<file path="src/rtl/ccq_pkg.sv">
// Package with shared types, constants and classification functions for the command queue.
`default_nettype none
package ccq_pkg;
   localparam int QUEUE_DEPTH = 32;
   localparam int IDX_W = $clog2(QUEUE_DEPTH);
   localparam int CNT_W = $clog2(QUEUE_DEPTH + 1);

   localparam logic [4:0] T_NOTE_ON = 5'd0;
   localparam logic [4:0] T_NOTE_OFF = 5'd1;
   localparam logic [4:0] T_CC = 5'd3;
   localparam logic [4:0] T_ALL_OFF = 5'd4;
   localparam logic [4:0] T_PANIC = 5'd5;
   localparam logic [4:0] T_MESSAGE = 5'd11;

   localparam logic [15:0] CC_SUSTAIN = 16'd64;
   localparam logic [15:0] CC_SOUND_OFF = 16'd120;
   localparam logic [15:0] CC_NOTES_OFF = 16'd123;
   localparam logic signed [15:0] SUSTAIN_LIMIT = 16'sd64;

   localparam logic [1:0] ACT_ENQUEUE = 2'd0;
   localparam logic [1:0] ACT_TAKE = 2'd1;
   localparam logic [1:0] ACT_ACK = 2'd2;

   localparam logic [3:0] ST_QUEUED = 4'd0;
   localparam logic [3:0] ST_COALESCED = 4'd1;
   localparam logic [3:0] ST_DROPPED = 4'd2;
   localparam logic [3:0] ST_DROP_PANIC = 4'd3;
   localparam logic [3:0] ST_PANIC_RAISED = 4'd4;
   localparam logic [3:0] ST_DELIVERED = 4'd5;
   localparam logic [3:0] ST_PANIC_DELIV = 4'd6;
   localparam logic [3:0] ST_STALE = 4'd7;
   localparam logic [3:0] ST_EMPTY = 4'd8;
   localparam logic [3:0] ST_ACKED = 4'd9;

   typedef struct packed {
      logic [4:0] cmd_type;
      logic [7:0] channel;
      logic [15:0] id;
      logic [15:0] first_value;
      logic [31:0] payload;
      logic [31:0] generation;
      logic [31:0] timestamp;
   } entry_type;

   typedef struct packed {
      logic [4:0] cmd_type;
      logic [7:0] channel;
      logic [15:0] id;
   } key_type;

   function automatic logic coalescible_kind(input logic [4:0] t);
      case (t)
         5'd2, 5'd3, 5'd6, 5'd12, 5'd13, 5'd14, 5'd16, 5'd17, 5'd18, 5'd20, 5'd21,
         5'd22, 5'd23, 5'd24, 5'd25, 5'd26, 5'd27: return 1'b1;
         default: return 1'b0;
      endcase
   endfunction

   function automatic logic is_release(input logic [4:0] t, input logic [15:0] id,
                                       input logic [15:0] v);
      logic signed [15:0] sv;
      sv = v;
      if (t == T_NOTE_OFF || t == T_ALL_OFF) return 1'b1;
      if (t == T_NOTE_ON && v == 16'd0) return 1'b1;
      if (t == T_CC && ((id == CC_SUSTAIN && sv < SUSTAIN_LIMIT) || id == CC_SOUND_OFF
                        || id == CC_NOTES_OFF)) return 1'b1;
      return 1'b0;
   endfunction

   function automatic logic is_musical(input logic [4:0] t);
      return (t <= T_ALL_OFF) || (t == T_MESSAGE);
   endfunction
endpackage
`default_nettype wire

</file>
<file path="src/rtl/ccq_cell.sv">
// One queue cell: holds an entry, shifts toward the head on a pop, and loads or updates it in place.
`default_nettype none
module ccq_cell (
   input  wire logic clock,
   input  wire ccq_pkg::entry_type from_next,
   input  wire logic shift,
   input  wire logic load,
   input  wire logic update,
   input  wire ccq_pkg::entry_type new_entry,
   input  wire ccq_pkg::key_type probe,
   output ccq_pkg::entry_type entry,
   output logic hit
);
   import ccq_pkg::*;
   entry_type entry_ff, entry_in;

   always_comb begin
      entry_in = entry_ff;
      if (shift) begin
         entry_in = from_next;
      end else if (load) begin
         entry_in = new_entry;
      end else if (update) begin
         entry_in.first_value = new_entry.first_value;
         entry_in.payload = new_entry.payload;
         entry_in.timestamp = new_entry.timestamp;
      end
   end

   always_ff @(posedge clock) begin
      entry_ff <= entry_in;
   end

   assign entry = entry_ff;
   assign hit = (entry_ff.cmd_type == probe.cmd_type) && (entry_ff.channel == probe.channel)
                && (entry_ff.id == probe.id);
endmodule
`default_nettype wire

</file>
<file path="config.mk">
export PLATFORM = sky130hd
export DESIGN_NAME = ccq_cell
export DESIGN_NICKNAME = d
export VERILOG_FILES = /design/src/rtl/ccq_pkg.sv /design/src/rtl/ccq_cell.sv
export SDC_FILE = /design/constraint.sdc
export NUM_CORES = 1
export LEC_CHECK = 0
export BUFFER_PORTS_ARGS = -buffer_cell sky130_fd_sc_hd__buf_2
export CAP_MARGIN = 20
export CORE_AREA = 2 2 177 179
export CTS_BUF_LIST = sky130_fd_sc_hd__clkbuf_4 sky130_fd_sc_hd__clkbuf_8
export DETAILED_ROUTE_END_ITERATION = 8
export DIE_AREA = 0 0 179 181
export PLACE_DENSITY = 0.56
export SLEW_MARGIN = 15
export SYNTH_ARGS = -nofsm -noshare
export SYNTH_HDL_FRONTEND = slang
export SYNTH_SLANG_ARGS = --single-unit
</file>
<file path="constraint.sdc">
create_clock -name clock -period 4.55 [get_ports clock]
set_input_delay 0.6825 -clock clock [delete_from_list [all_inputs] [get_ports clock]]
set_output_delay 0.6825 -clock clock [all_outputs]
set_load 0.02 [all_outputs]
</file>
**After elaboration in Yosys (flattened, before gate mapping)**

Cells that the tools add are included.

- Bitwise gates (word level): 0
- Eq/ne operators: 3
- Add/sub/neg operators: 0
- Shift-type cells: 0
- Div/mod/pow operators: 0
- Reductions and logical operators: 4
- Mux-type cells: 7
- Order comparisons: 0
- $mul: 0

Operators by type and width:

| kind | number |
|---|---|
| $mux 141 | 1 |
| $mux 32 | 3 |
| $mux 48 | 2 |
| $mux 29 | 1 |
| $eq 16x16->1 | 1 |
| $eq 8x8->1 | 1 |
| $eq 5x5->1 | 1 |
| $reduce_bool 3->1 | 1 |
| $logic_and 1x1->1 | 2 |
| $reduce_bool 2->1 | 1 |

- Output and inout bits: 142
- Word-level logic and storage cells: 21
- Latch bits: 0
- Register bits: 141
- Memory bits (read-only): 0
- Input bits: 315
- Memories: 0
- Memory bits (writable): 0

**Depth between registers and ports, before layout**

Gate-level depths: netlist of run 1.

- Word-level depth: 3
- Mapped depth: 4
- Gate-level depth less buffers: 4

**Worst setup path after synthesis of run 1**

No wires, ideal clock.

- Path type: input to register
- Start: input shift
- End: register entry_ff (netlist bit entry[0]) (enable)
- Path buffers: 2
- Stages: 3
- Path slack: 1361 ps
- Setup time: 442 ps
- Data required time: 4108 ps
- Arrival time: 2747 ps
- Cell sequence: buf_2 -> buf_6 -> or3_1

- Cells in the longest elaborated chain, start to end: 1

RTL lines:

| what | RTL line | text |
|---|---|---|
| start, declared | ccq_cell.sv:6 | `input wire logic shift,` |
| $reduce_bool 3->1 (no source line) | n/a |  |
| end signal, assigned | ccq_cell.sv:31 | `entry_ff <= entry_in;` |
| end, declared | ccq_cell.sv:15 | `entry_type entry_ff, entry_in;` |

Every way passes these cells.
A chain may end at the register's enable or synchronous reset.

**Worst setup path after layout of run 1**

- Start: register entry_ff (netlist bit entry[127])
- End: output hit

- Cells in the longest elaborated chain, start to end: 2

RTL lines:

| what | RTL line | text |
|---|---|---|
| $eq 16x16->1 | ccq_cell.sv:36 | `&& (entry_ff.id == probe.id);` |
| $logic_and 1x1->1 | ccq_cell.sv:36 |  |
| end, declared | ccq_cell.sv:12 | `output logic hit` |

Every way passes these cells.

==> run_results.csv, run 1 <==
group,metric,value,unit
power_and_ir_drop,p_switching,938,uW
sta,setup_viol,0,
cts,cts-buffers-inserted,17,
drt,ant_nets,0,
cts,ctsResizeCount,0,
logic_synthesis,ys_ff_latch,141,
sta,period_needed,2780,ps
critical_path,critical_path.max_stage_delay,440,ps
critical_path,crit_path_top_delay_cell,"edfxtp_1",
status,status,"finished, final reports clean",
power_and_ir_drop,p_comb_frac,0.190,
place,numPortBuffers,456,
die,start_util,0.207,
global_routing,gr-total-overflow,0,
drt,vias_per_cell,3.88,
die,row_count,64,
drt,via_count,4708,
layout,drive_gt1_frac,0.764,
drt,dr.pass1.iters,4,
cts,postCtsSetupBuffers,0,
cts,cts_tree,"built",
global_routing,grt_max_degree,61,
drt,drc,0,
layout,fillers,3120,
power_and_ir_drop,p_clk_frac,0.338,
logic_synthesis,netlist_instances,339,
sta,fin_crit_sh,0.611,
die,die-area,32400,sq um
critical_path,path_class,"flop to output pin",
place,dpl.hpwl,14900,microns
die,die_h,181,microns
sta,worstMarginPinSlew,772,ps
drt,wl,19100,microns
sta,setup_tns,0,ps
hold_path,hp-start,"new_entry[73]",
layout,postLayoutCellArea,9430,sq um
cts,clock-root-buffer,"clkbuf_8",
hold_path,hold_class,"primary input to flop",
layout,largest_reg_flops,141,
die,io_pins,457,
critical_path,path_max_fanout,2,
power_and_ir_drop,pwr-share-seq,0.472,
power_and_ir_drop,powerDensity,369,nW/um^2
logic_synthesis,syn_nets,654,
critical_path,worstPathArrival,2100,ps
logic_synthesis,netlist_area,6280,sq um
sta,rsz0062_at_grt,"no",
power_and_ir_drop,intPower,2.54,mW
sta,drv_slew,0,
cts,cts_sinks,141,
sta,fmax,0.360,GHz
global_routing,grt_pass1_vias,4843,
die,core_area,30300,sq um
logic_synthesis,ys_seq_area_frac,0.674,
layout,nNetsFinal,1118,
global_routing,grt_pass1_wl,26400,microns
hold_path,holdPathEnd,"entry[73]$_DFFE_PP_",
critical_path,cp-start-kind,"flop",
layout,area.growth.synth_to_final,50.1,%
drt,wire_per_inst,15.8,microns
power_and_ir_drop,peakVddDrop,0.000184,V
global_routing,antenna_found_initial,1,
critical_path,cp.required,3870,ps
place,place_area,8980,sq um
critical_path,path_cells,"xor2_1 -> nor4_1 -> nand4_1 -> nor4_2 -> buf_2",
hold_path,min_path_cells,2,
cts,hold_buffers,0,
power_and_ir_drop,p_leak,4.16,nW
logic_synthesis,avgSynthCellArea,18.5,sq um
cts,clk_pin_slew,90,ps
logic_synthesis,synth_cell_types,14,
global_routing,track_usage,0.112,
cts,htreeDepth,4,
sta,finalHoldViolCount,0,
drt,drt-initial-drc-count,106,
place,place_congestion,0.874,
cts,clk_path_buf_depth,2,
power_and_ir_drop,swShare,0.270,
die,die_width,179,microns
run,maxCapViolations,0,
critical_path,end_kind,"output pin",
logic_synthesis,yosysWarnings,0,
sta,relSlewSlack,0.485,
-- layer usage --
layer | up-vias | track usage | part of all wire
li1 | 2250 | - | -
met1 | 2157 | 0.116 | 0.37
met2 | 279 | 0.203 | 0.51
met3 | 22 | 0.0398 | 0.10
met4 | 0 | 0.0472 | 0.022
met5 | - | 0 | 0
-- critical path, delay by kind of cell, from the launching register on --
family                    cells  cell delay (ps)
and+or+nand+nor               3              840
DFF                           1              440
buffers and inverters         1              210
xor gates and xnor gates      1              170
-- Yosys cell counts --
library cell  instances  area share
edfxtp_1            141        0.67
mux2_2              129        0.23
xor2_1               19       0.026
mux2_1               12       0.022
xnor2_1              10       0.014
buf_2                 8      0.0064
buf_6                 8       0.014
nor4_1                4      0.0040
nand4_1               3      0.0030
nand3_1               1     0.00080
nor3_1                1     0.00080
nor4_2                1      0.0020
or2_2                 1      0.0010
or3_1                 1      0.0010
-- per-stage QoR --
stage / setup WS, ps / util / std cells / power [mW] / hold WS (ps)
after global placement: 1930 / 0.296 / 1180 / 2.34 / 964
after detailed placement: 1890 / 0.296 / 1180 / 2.34 / 969
after floorplan: 1360 / - / 339 / 2.03 / 883
final: 1770 / 0.311 / 1212 / 3.48 / 517
after global routing: 1650 / 0.311 / 1212 / 3.65 / 461
after CTS: 1730 / 0.311 / 1211 / 3.55 / 457
-- cell usage in the layout, fill, tap and decap left out, types with 2 or more instances in the layout --
cell type / count
mux2_2: 129
nand4_1: 3
buf_2: 455
mux2_1: 12
edfxtp_1: 141
nor4_1: 4
buf_4: 5
clkinv_2: 2
xor2_1: 19
clkbuf_8: 17
bufinv_16: 5
inv_6: 4
xnor2_1: 10
-- power by group through the flow --
stage	registers (mW)	logic, mW	clock network [mW]
3_3_place_gp	1.67	0.669	0
5_1_grt	1.66	0.713	1.28
3_5_place_dp	1.67	0.668	0
6_report	1.64	0.660	1.17
2_1_floorplan	1.85	0.173	0
4_1_cts	1.64	0.670	1.23
-- how the worst max path moves through the flow --
| stage | startpoint | to | slack (ps) | depth (start not counted) |
|---|---|---|---|---|
| 6_report | entry[127]$_DFFE_PP_ | hit | 1770 | 5 |
| 5_1_grt | entry[124]$_DFFE_PP_ | hit | 1650 | 5 |
| 4_1_cts | entry[127]$_DFFE_PP_ | hit | 1730 | 5 |
| 3_5_place_dp | probe[20] | hit | 1890 | 6 |
| 3_3_place_gp | probe[3] | hit | 1930 | 6 |
| 2_1_floorplan | shift | entry[0]$_DFFE_PP_ | 1360 | 3 |
-- cells by family (layout without fill, tap and decap cells) --
logic type / count (synthesis) / in the layout / synth area share
flops: 141 / 141 / 0.674
mux: 141 / 141 / 0.253
simple gates: 12 / 12 / 0.0125
xor+xnor: 29 / 29 / 0.0404
other cells: 0 / 1 / 0
buf+inv: 16 / 492 / 0.0207
-- cell type report --
class	count	area, sq um	share of cell area
Sequential cell	141	4230	0.449
Timing Repair Buffer	461	2330	0.247
Multi-Input combinational cell	182	1930	0.204
Tap cell	396	495	0.0525
Clock buffer	17	234	0.0248
Clock inverter	14	215	0.0228
Antenna cell	1	2.50	0.000265
No activity file was read; power rests on OpenSTA's default activity.
==> run 2: changes to the inputs <==
Settings changed: CORE_AREA 2 2 177 179 to 2 2 176 178, DIE_AREA 0 0 179 181 to 0 0 178 180, PLACE_DENSITY 0.56 to 0.58.
Clock period 4.55 ns to 2.2 ns, I/O delays scaled along.
==> run 2 against run 1 <==
  * The run now ends with negative setup slack left
  * First-iteration DRC count up 3.8%
  * Sequential power increased by 110%
  * Cell area up 0.46%
  * Count of clock-buffer cells in the layout up 1
  * Sequential share of layout area decreased by 0.21 points
  * Core utilization grew 0.31 points
  * Power rose by 99%
  * Clock power grew 80%
  * Global-route usage is 0.19 points higher
==> run_results.csv, run 2 (synthesis results as in run 1) <==
group,metric,value,unit
cts,clock-root-buffer,"clkbuf_8",
power_and_ir_drop,p_comb_frac,0.204,
critical_path,crit_path_top_delay_cell,"edfxtp_1",
hold_path,hold_class,"primary input to flop",
sta,drv_slew,0,
cts,postCtsSetupBuffers,0,
sta,finalHoldViolCount,0,
sta,setup_viol,1,
global_routing,track_usage,0.114,
layout,largest_reg_flops,141,
cts,cts_sinks,141,
critical_path,end_kind,"output pin",
die,core_area,30200,sq um
global_routing,grt_max_degree,81,
place,dpl.hpwl,14900,microns
layout,final_common_cell,"buf_2",
cts,htreeDepth,4,
critical_path,cp.required,1870,ps
cts,cts_tree,"built",
sta,fmax,0.450,GHz
drt,via_count,4705,
sta,relSlewSlack,0.740,
power_and_ir_drop,powerDensity,729,nW/um^2
cts,hold_buffers,0,
critical_path,path_cells,"xor2_1 -> nor4_2 -> nand4_1 -> nor4_2 -> buf_4",
power_and_ir_drop,peakVddDrop,0.000267,V
layout,area.growth.synth_to_final,50.8,%
place,placedCellCount,1182,
sta,setup_ws,-24.2,ps
cts,clk_pin_slew,90,ps
status,failed_checks,"negative setup slack",
layout,diodes,0,
critical_path,path_class,"flop to output pin",
drt,wl,19000,microns
place,place_congestion,0.777,
layout,fin_cells,1214,
drt,drt-initial-drc-count,110,
critical_path,path_buf_inv,1,
power_and_ir_drop,intPower,4.94,mW
layout,drive_gt1_frac,0.769,
sta,period_needed,2220,ps
die,io_pins,457,
drt,dr.pass1.iters,4,
status,status,"finished with violations",
power_and_ir_drop,swShare,0.285,
sta,worstMarginPinSlew,389,ps
die,row_count,64,
layout,most-common-layout-cells,"454 x buf_2, 141 x edfxtp_1, 129 x mux2_2",
critical_path,path_max_fanout,2,
layout,nNetsFinal,1121,
power_and_ir_drop,p_clk_frac,0.306,
global_routing,grt_pass1_vias,4889,
layout,multiInputGateArea,1940,sq um
power_and_ir_drop,p_switching,1.97,mW
critical_path,critical_path.max_stage_delay,400,ps
sta,whs,161,ps
drt,drc,0,
place,numPortBuffers,456,
critical_path,crit_top_cell,"nor4_2",
die,die_h,180,microns
layout,fillers,3029,
drt,vias_per_cell,3.88,
drt,ant_nets,0,
run,maxCapViolations,0,
layout,fin_util,0.314,
cts,cts-buffers-inserted,17,
critical_path,cp-start-kind,"flop",
die,die_width,178,microns
power_and_ir_drop,p_leak,4.17,nW
drt,wire_per_inst,15.7,microns
place,place_ws,224,ps
global_routing,gr-total-overflow,0,
power_and_ir_drop,pwr-share-seq,0.490,
sta,rsz0062_at_grt,"yes",
global_routing,antenna_found_initial,0,
cts,clk_path_buf_depth,2,
global_routing,grt_pass1_wl,26900,microns
die,die-area,32000,sq um
sta,fin_crit_sh,1.01,
layout,seqCellArea,4230,sq um
critical_path,worstPathArrival,1890,ps
critical_path,crit_family,"simple AND/OR/NAND/NOR gates",
die,start_util,0.208,
run 2: final cells by class:
class / count / share of cell area
Multi-Input combinational cell: 182 / 0.205
Clock inverter: 13 / 0.0148
Tap cell: 396 / 0.0523
Clock buffer: 18 / 0.0255
Sequential cell: 141 / 0.447
Timing Repair Buffer: 464 / 0.255
run 2: timing repair:
action | in CTS | in global routing
pin swaps | 2 | 1
setup endpoints to repair | 1 | 1
gates resized for setup | 2 | 2
run 2: worst paths after layout:
path | startpoint | end | slack, ps | depth (start not counted)
max | entry[124]$_DFFE_PP_ | hit | -20 | 5
min | new_entry[69] | entry[69]$_DFFE_PP_ | 160 | 2
run 2: power groups by stage:
| stage | sequential, mW | clock [mW] | combinational, mW |
|---|---|---|---|
| final | 3.38 | 2.11 | 1.41 |
| after floorplan | 3.83 | 0 | 0.359 |
| after global routing | 3.42 | 2.33 | 1.51 |
| after detailed placement | 3.45 | 0 | 1.42 |
| after global placement | 3.44 | 0 | 1.42 |
| after CTS | 3.39 | 2.21 | 1.43 |
run 2: per-stage QoR:
stage | power, mW | setup TNS (ps) | instance area [sq um]
2_1_floorplan | 4.19 | 0 | 6290
3_3_place_gp | 4.86 | 0 | 9050
3_5_place_dp | 4.87 | 0 | 9050
4_1_cts | 7.03 | -139 | 9440
5_1_grt | 7.26 | -202 | 9480
6_report | 6.90 | -24.2 | 9480
run 2: per-layer routing:
metal,GRT usage,routed length [microns],vias up
met5,0,0,-
met4,0.0377,240,0
met3,0.0440,1970,11
met2,0.215,10100,278
met1,0.113,6690,2164
li1,-,-,2252
==> run 3: changes to the inputs <==
Settings changed: PLACE_DENSITY 0.58 to unset, PLACE_DENSITY_LB_ADDON set to 0.2.
==> run 3 against run 2 <==
  * The run still ends with negative setup slack left
  * Power is 0.90% lower
  * Wire length increased by 4.3%
  * First-iteration DRC count is 14% higher
  * Critical path depth stayed put
  * Die area unchanged
  * Flip-flop and latch count unchanged
  * Clock power down 2%
==> run_results.csv, run 3 (synthesis results as in run 1) <==
group,metric,value,unit
status,status,"finished with violations",
status,failed_checks,"negative setup slack",
critical_path,path_class,"flop to output pin",
cts,cts_tree,"built",
die,core_area,30200,sq um
drt,drt-initial-drc-count,125,
power_and_ir_drop,swShare,0.280,
die,row_count,64,
hold_path,hold_class,"primary input to flop",
sta,period_needed,2280,ps
place,dpl.hpwl,15600,microns
layout,diodes,0,
power_and_ir_drop,p_comb_frac,0.205,
layout,drive_gt1_frac,0.767,
sta,fmax,0.438,GHz
layout,nNetsFinal,1122,
die,die-area,32000,sq um
sta,finalHoldViolCount,0,
critical_path,path_cells,"xor2_1 -> nor3_1 -> nand4_1 -> nor4_2 -> buf_4",
sta,setup_ws,-83.3,ps
sta,relSlewSlack,0.734,
critical_path,cp.required,1870,ps
drt,via_count,4722,
run,maxCapViolations,0,
critical_path,critical_path.max_stage_delay,410,ps
die,start_util,0.208,
cts,cts_sinks,141,
cts,htreeDepth,4,
power_and_ir_drop,pwr-share-seq,0.494,
critical_path,crit_path_top_delay_cell,"edfxtp_1",
global_routing,antenna_found_initial,0,
place,place_ws,252,ps
drt,vias_per_cell,3.89,
power_and_ir_drop,peakVddDrop,0.000314,V
place,numPortBuffers,456,
place,place_congestion,0.769,
critical_path,path_buf_inv,1,
power_and_ir_drop,powerDensity,724,nW/um^2
drt,ant_nets,0,
drt,wire_per_inst,16.4,microns
sta,drv_slew,0,
sta,worstMarginPinSlew,399,ps
hold_path,hp-start,"new_entry[135]",
power_and_ir_drop,p_clk_frac,0.301,
global_routing,grt_max_degree,63,
sta,setup_tns,-83.3,ps
drt,dr.pass1.iters,4,
cts,cts-buffers-inserted,17,
layout,largest_reg_flops,141,
layout,area.growth.synth_to_final,50.3,%
power_and_ir_drop,p_leak,4.17,nW
global_routing,track_usage,0.119,
hold_path,min_path_cells,2,
drt,drc,0,
cts,clk_path_buf_depth,2,
die,io_pins,457,
layout,final_common_cell,"buf_2",
die,die_h,180,microns
global_routing,gr-total-overflow,0,
layout,fin_util,0.313,
drt,wl,19900,microns
power_and_ir_drop,power,6.84,mW
layout,most-common-layout-cells,"454 x buf_2, 141 x edfxtp_1, 129 x mux2_2",
power_and_ir_drop,intPower,4.93,mW
cts,hold_buffers,0,
critical_path,cp-start-kind,"flop",
critical_path,end_kind,"output pin",
sta,setup_viol,1,
global_routing,grt_pass1_wl,28200,microns
critical_path,worstPathArrival,1950,ps
layout,fillers,3123,
cts,clock-root-buffer,"clkbuf_8",
sta,fin_crit_sh,1.04,
sta,whs,168,ps
hold_path,holdPathEnd,"entry[135]$_DFFE_PP_",
power_and_ir_drop,p_switching,1.92,mW
cts,clk_pin_slew,80,ps
critical_path,path_max_fanout,2,
sta,rsz0062_at_grt,"yes",
global_routing,grt_pass1_vias,4973,
critical_path,crit_family,"simple AND/OR/NAND/NOR gates",
die,die_width,178,microns
## run 3: worst max path at each step
stage	startpoint	end	slack (ps)	depth (start not counted)
after global placement	probe[3]	hit	240	6
final	entry[140]$_DFFE_PP_	hit	-80	5
after detailed placement	probe[3]	hit	250	6
after global routing	entry[115]$_DFFE_PP_	hit	-200	5
after CTS	entry[118]$_DFFE_PP_	hit	-160	5
after floorplan	shift	entry[0]$_DFFE_PP_	120	3
## run 3: power groups by stage
stage                     clock [mW]  combinational, mW  sequential, mW
after floorplan                    0              0.359            3.83
after global placement             0               1.43            3.44
after detailed placement           0               1.42            3.44
after CTS                       2.17               1.43            3.39
after global routing            2.28               1.51            3.41
final                           2.06               1.40            3.38
## run 3: what timing repair did
item	CTS	global route
gates resized for setup	2	1
endpoints found under the setup margin	1	1
buffers inserted	0	0
endpoints found under the hold margin	0	0
pin swaps	2	2
cloned	0	0
## run 3: stage by stage
step / cell area [sq um] / std cells
2_1_floorplan: 6290 / 339
3_3_place_gp: 9060 / 1184
3_5_place_dp: 9060 / 1184
4_1_cts: 9450 / 1215
5_1_grt: 9450 / 1215
6_report: 9450 / 1215
## run 3: routing by layer
metal | global-route usage | wire, microns | vias to the layer above | share of wire
li1 | - | - | 2257 | -
met1 | 0.122 | 7130 | 2175 | 0.36
met2 | 0.217 | 10400 | 268 | 0.53
met3 | 0.0444 | 1860 | 22 | 0.094
met4 | 0.0475 | 441 | 0 | 0.022
met5 | 0 | 0 | - | 0
## run 3: layout make-up
class                      instances  area [sq um]  area share
clock inverter                    12           124      0.0131
multi-input combinational        182          1940       0.205
clock buffer                      19           249      0.0264
sequential                       141          4230       0.448
tap                              396           495      0.0524
timing repair buffer             465          2410       0.255
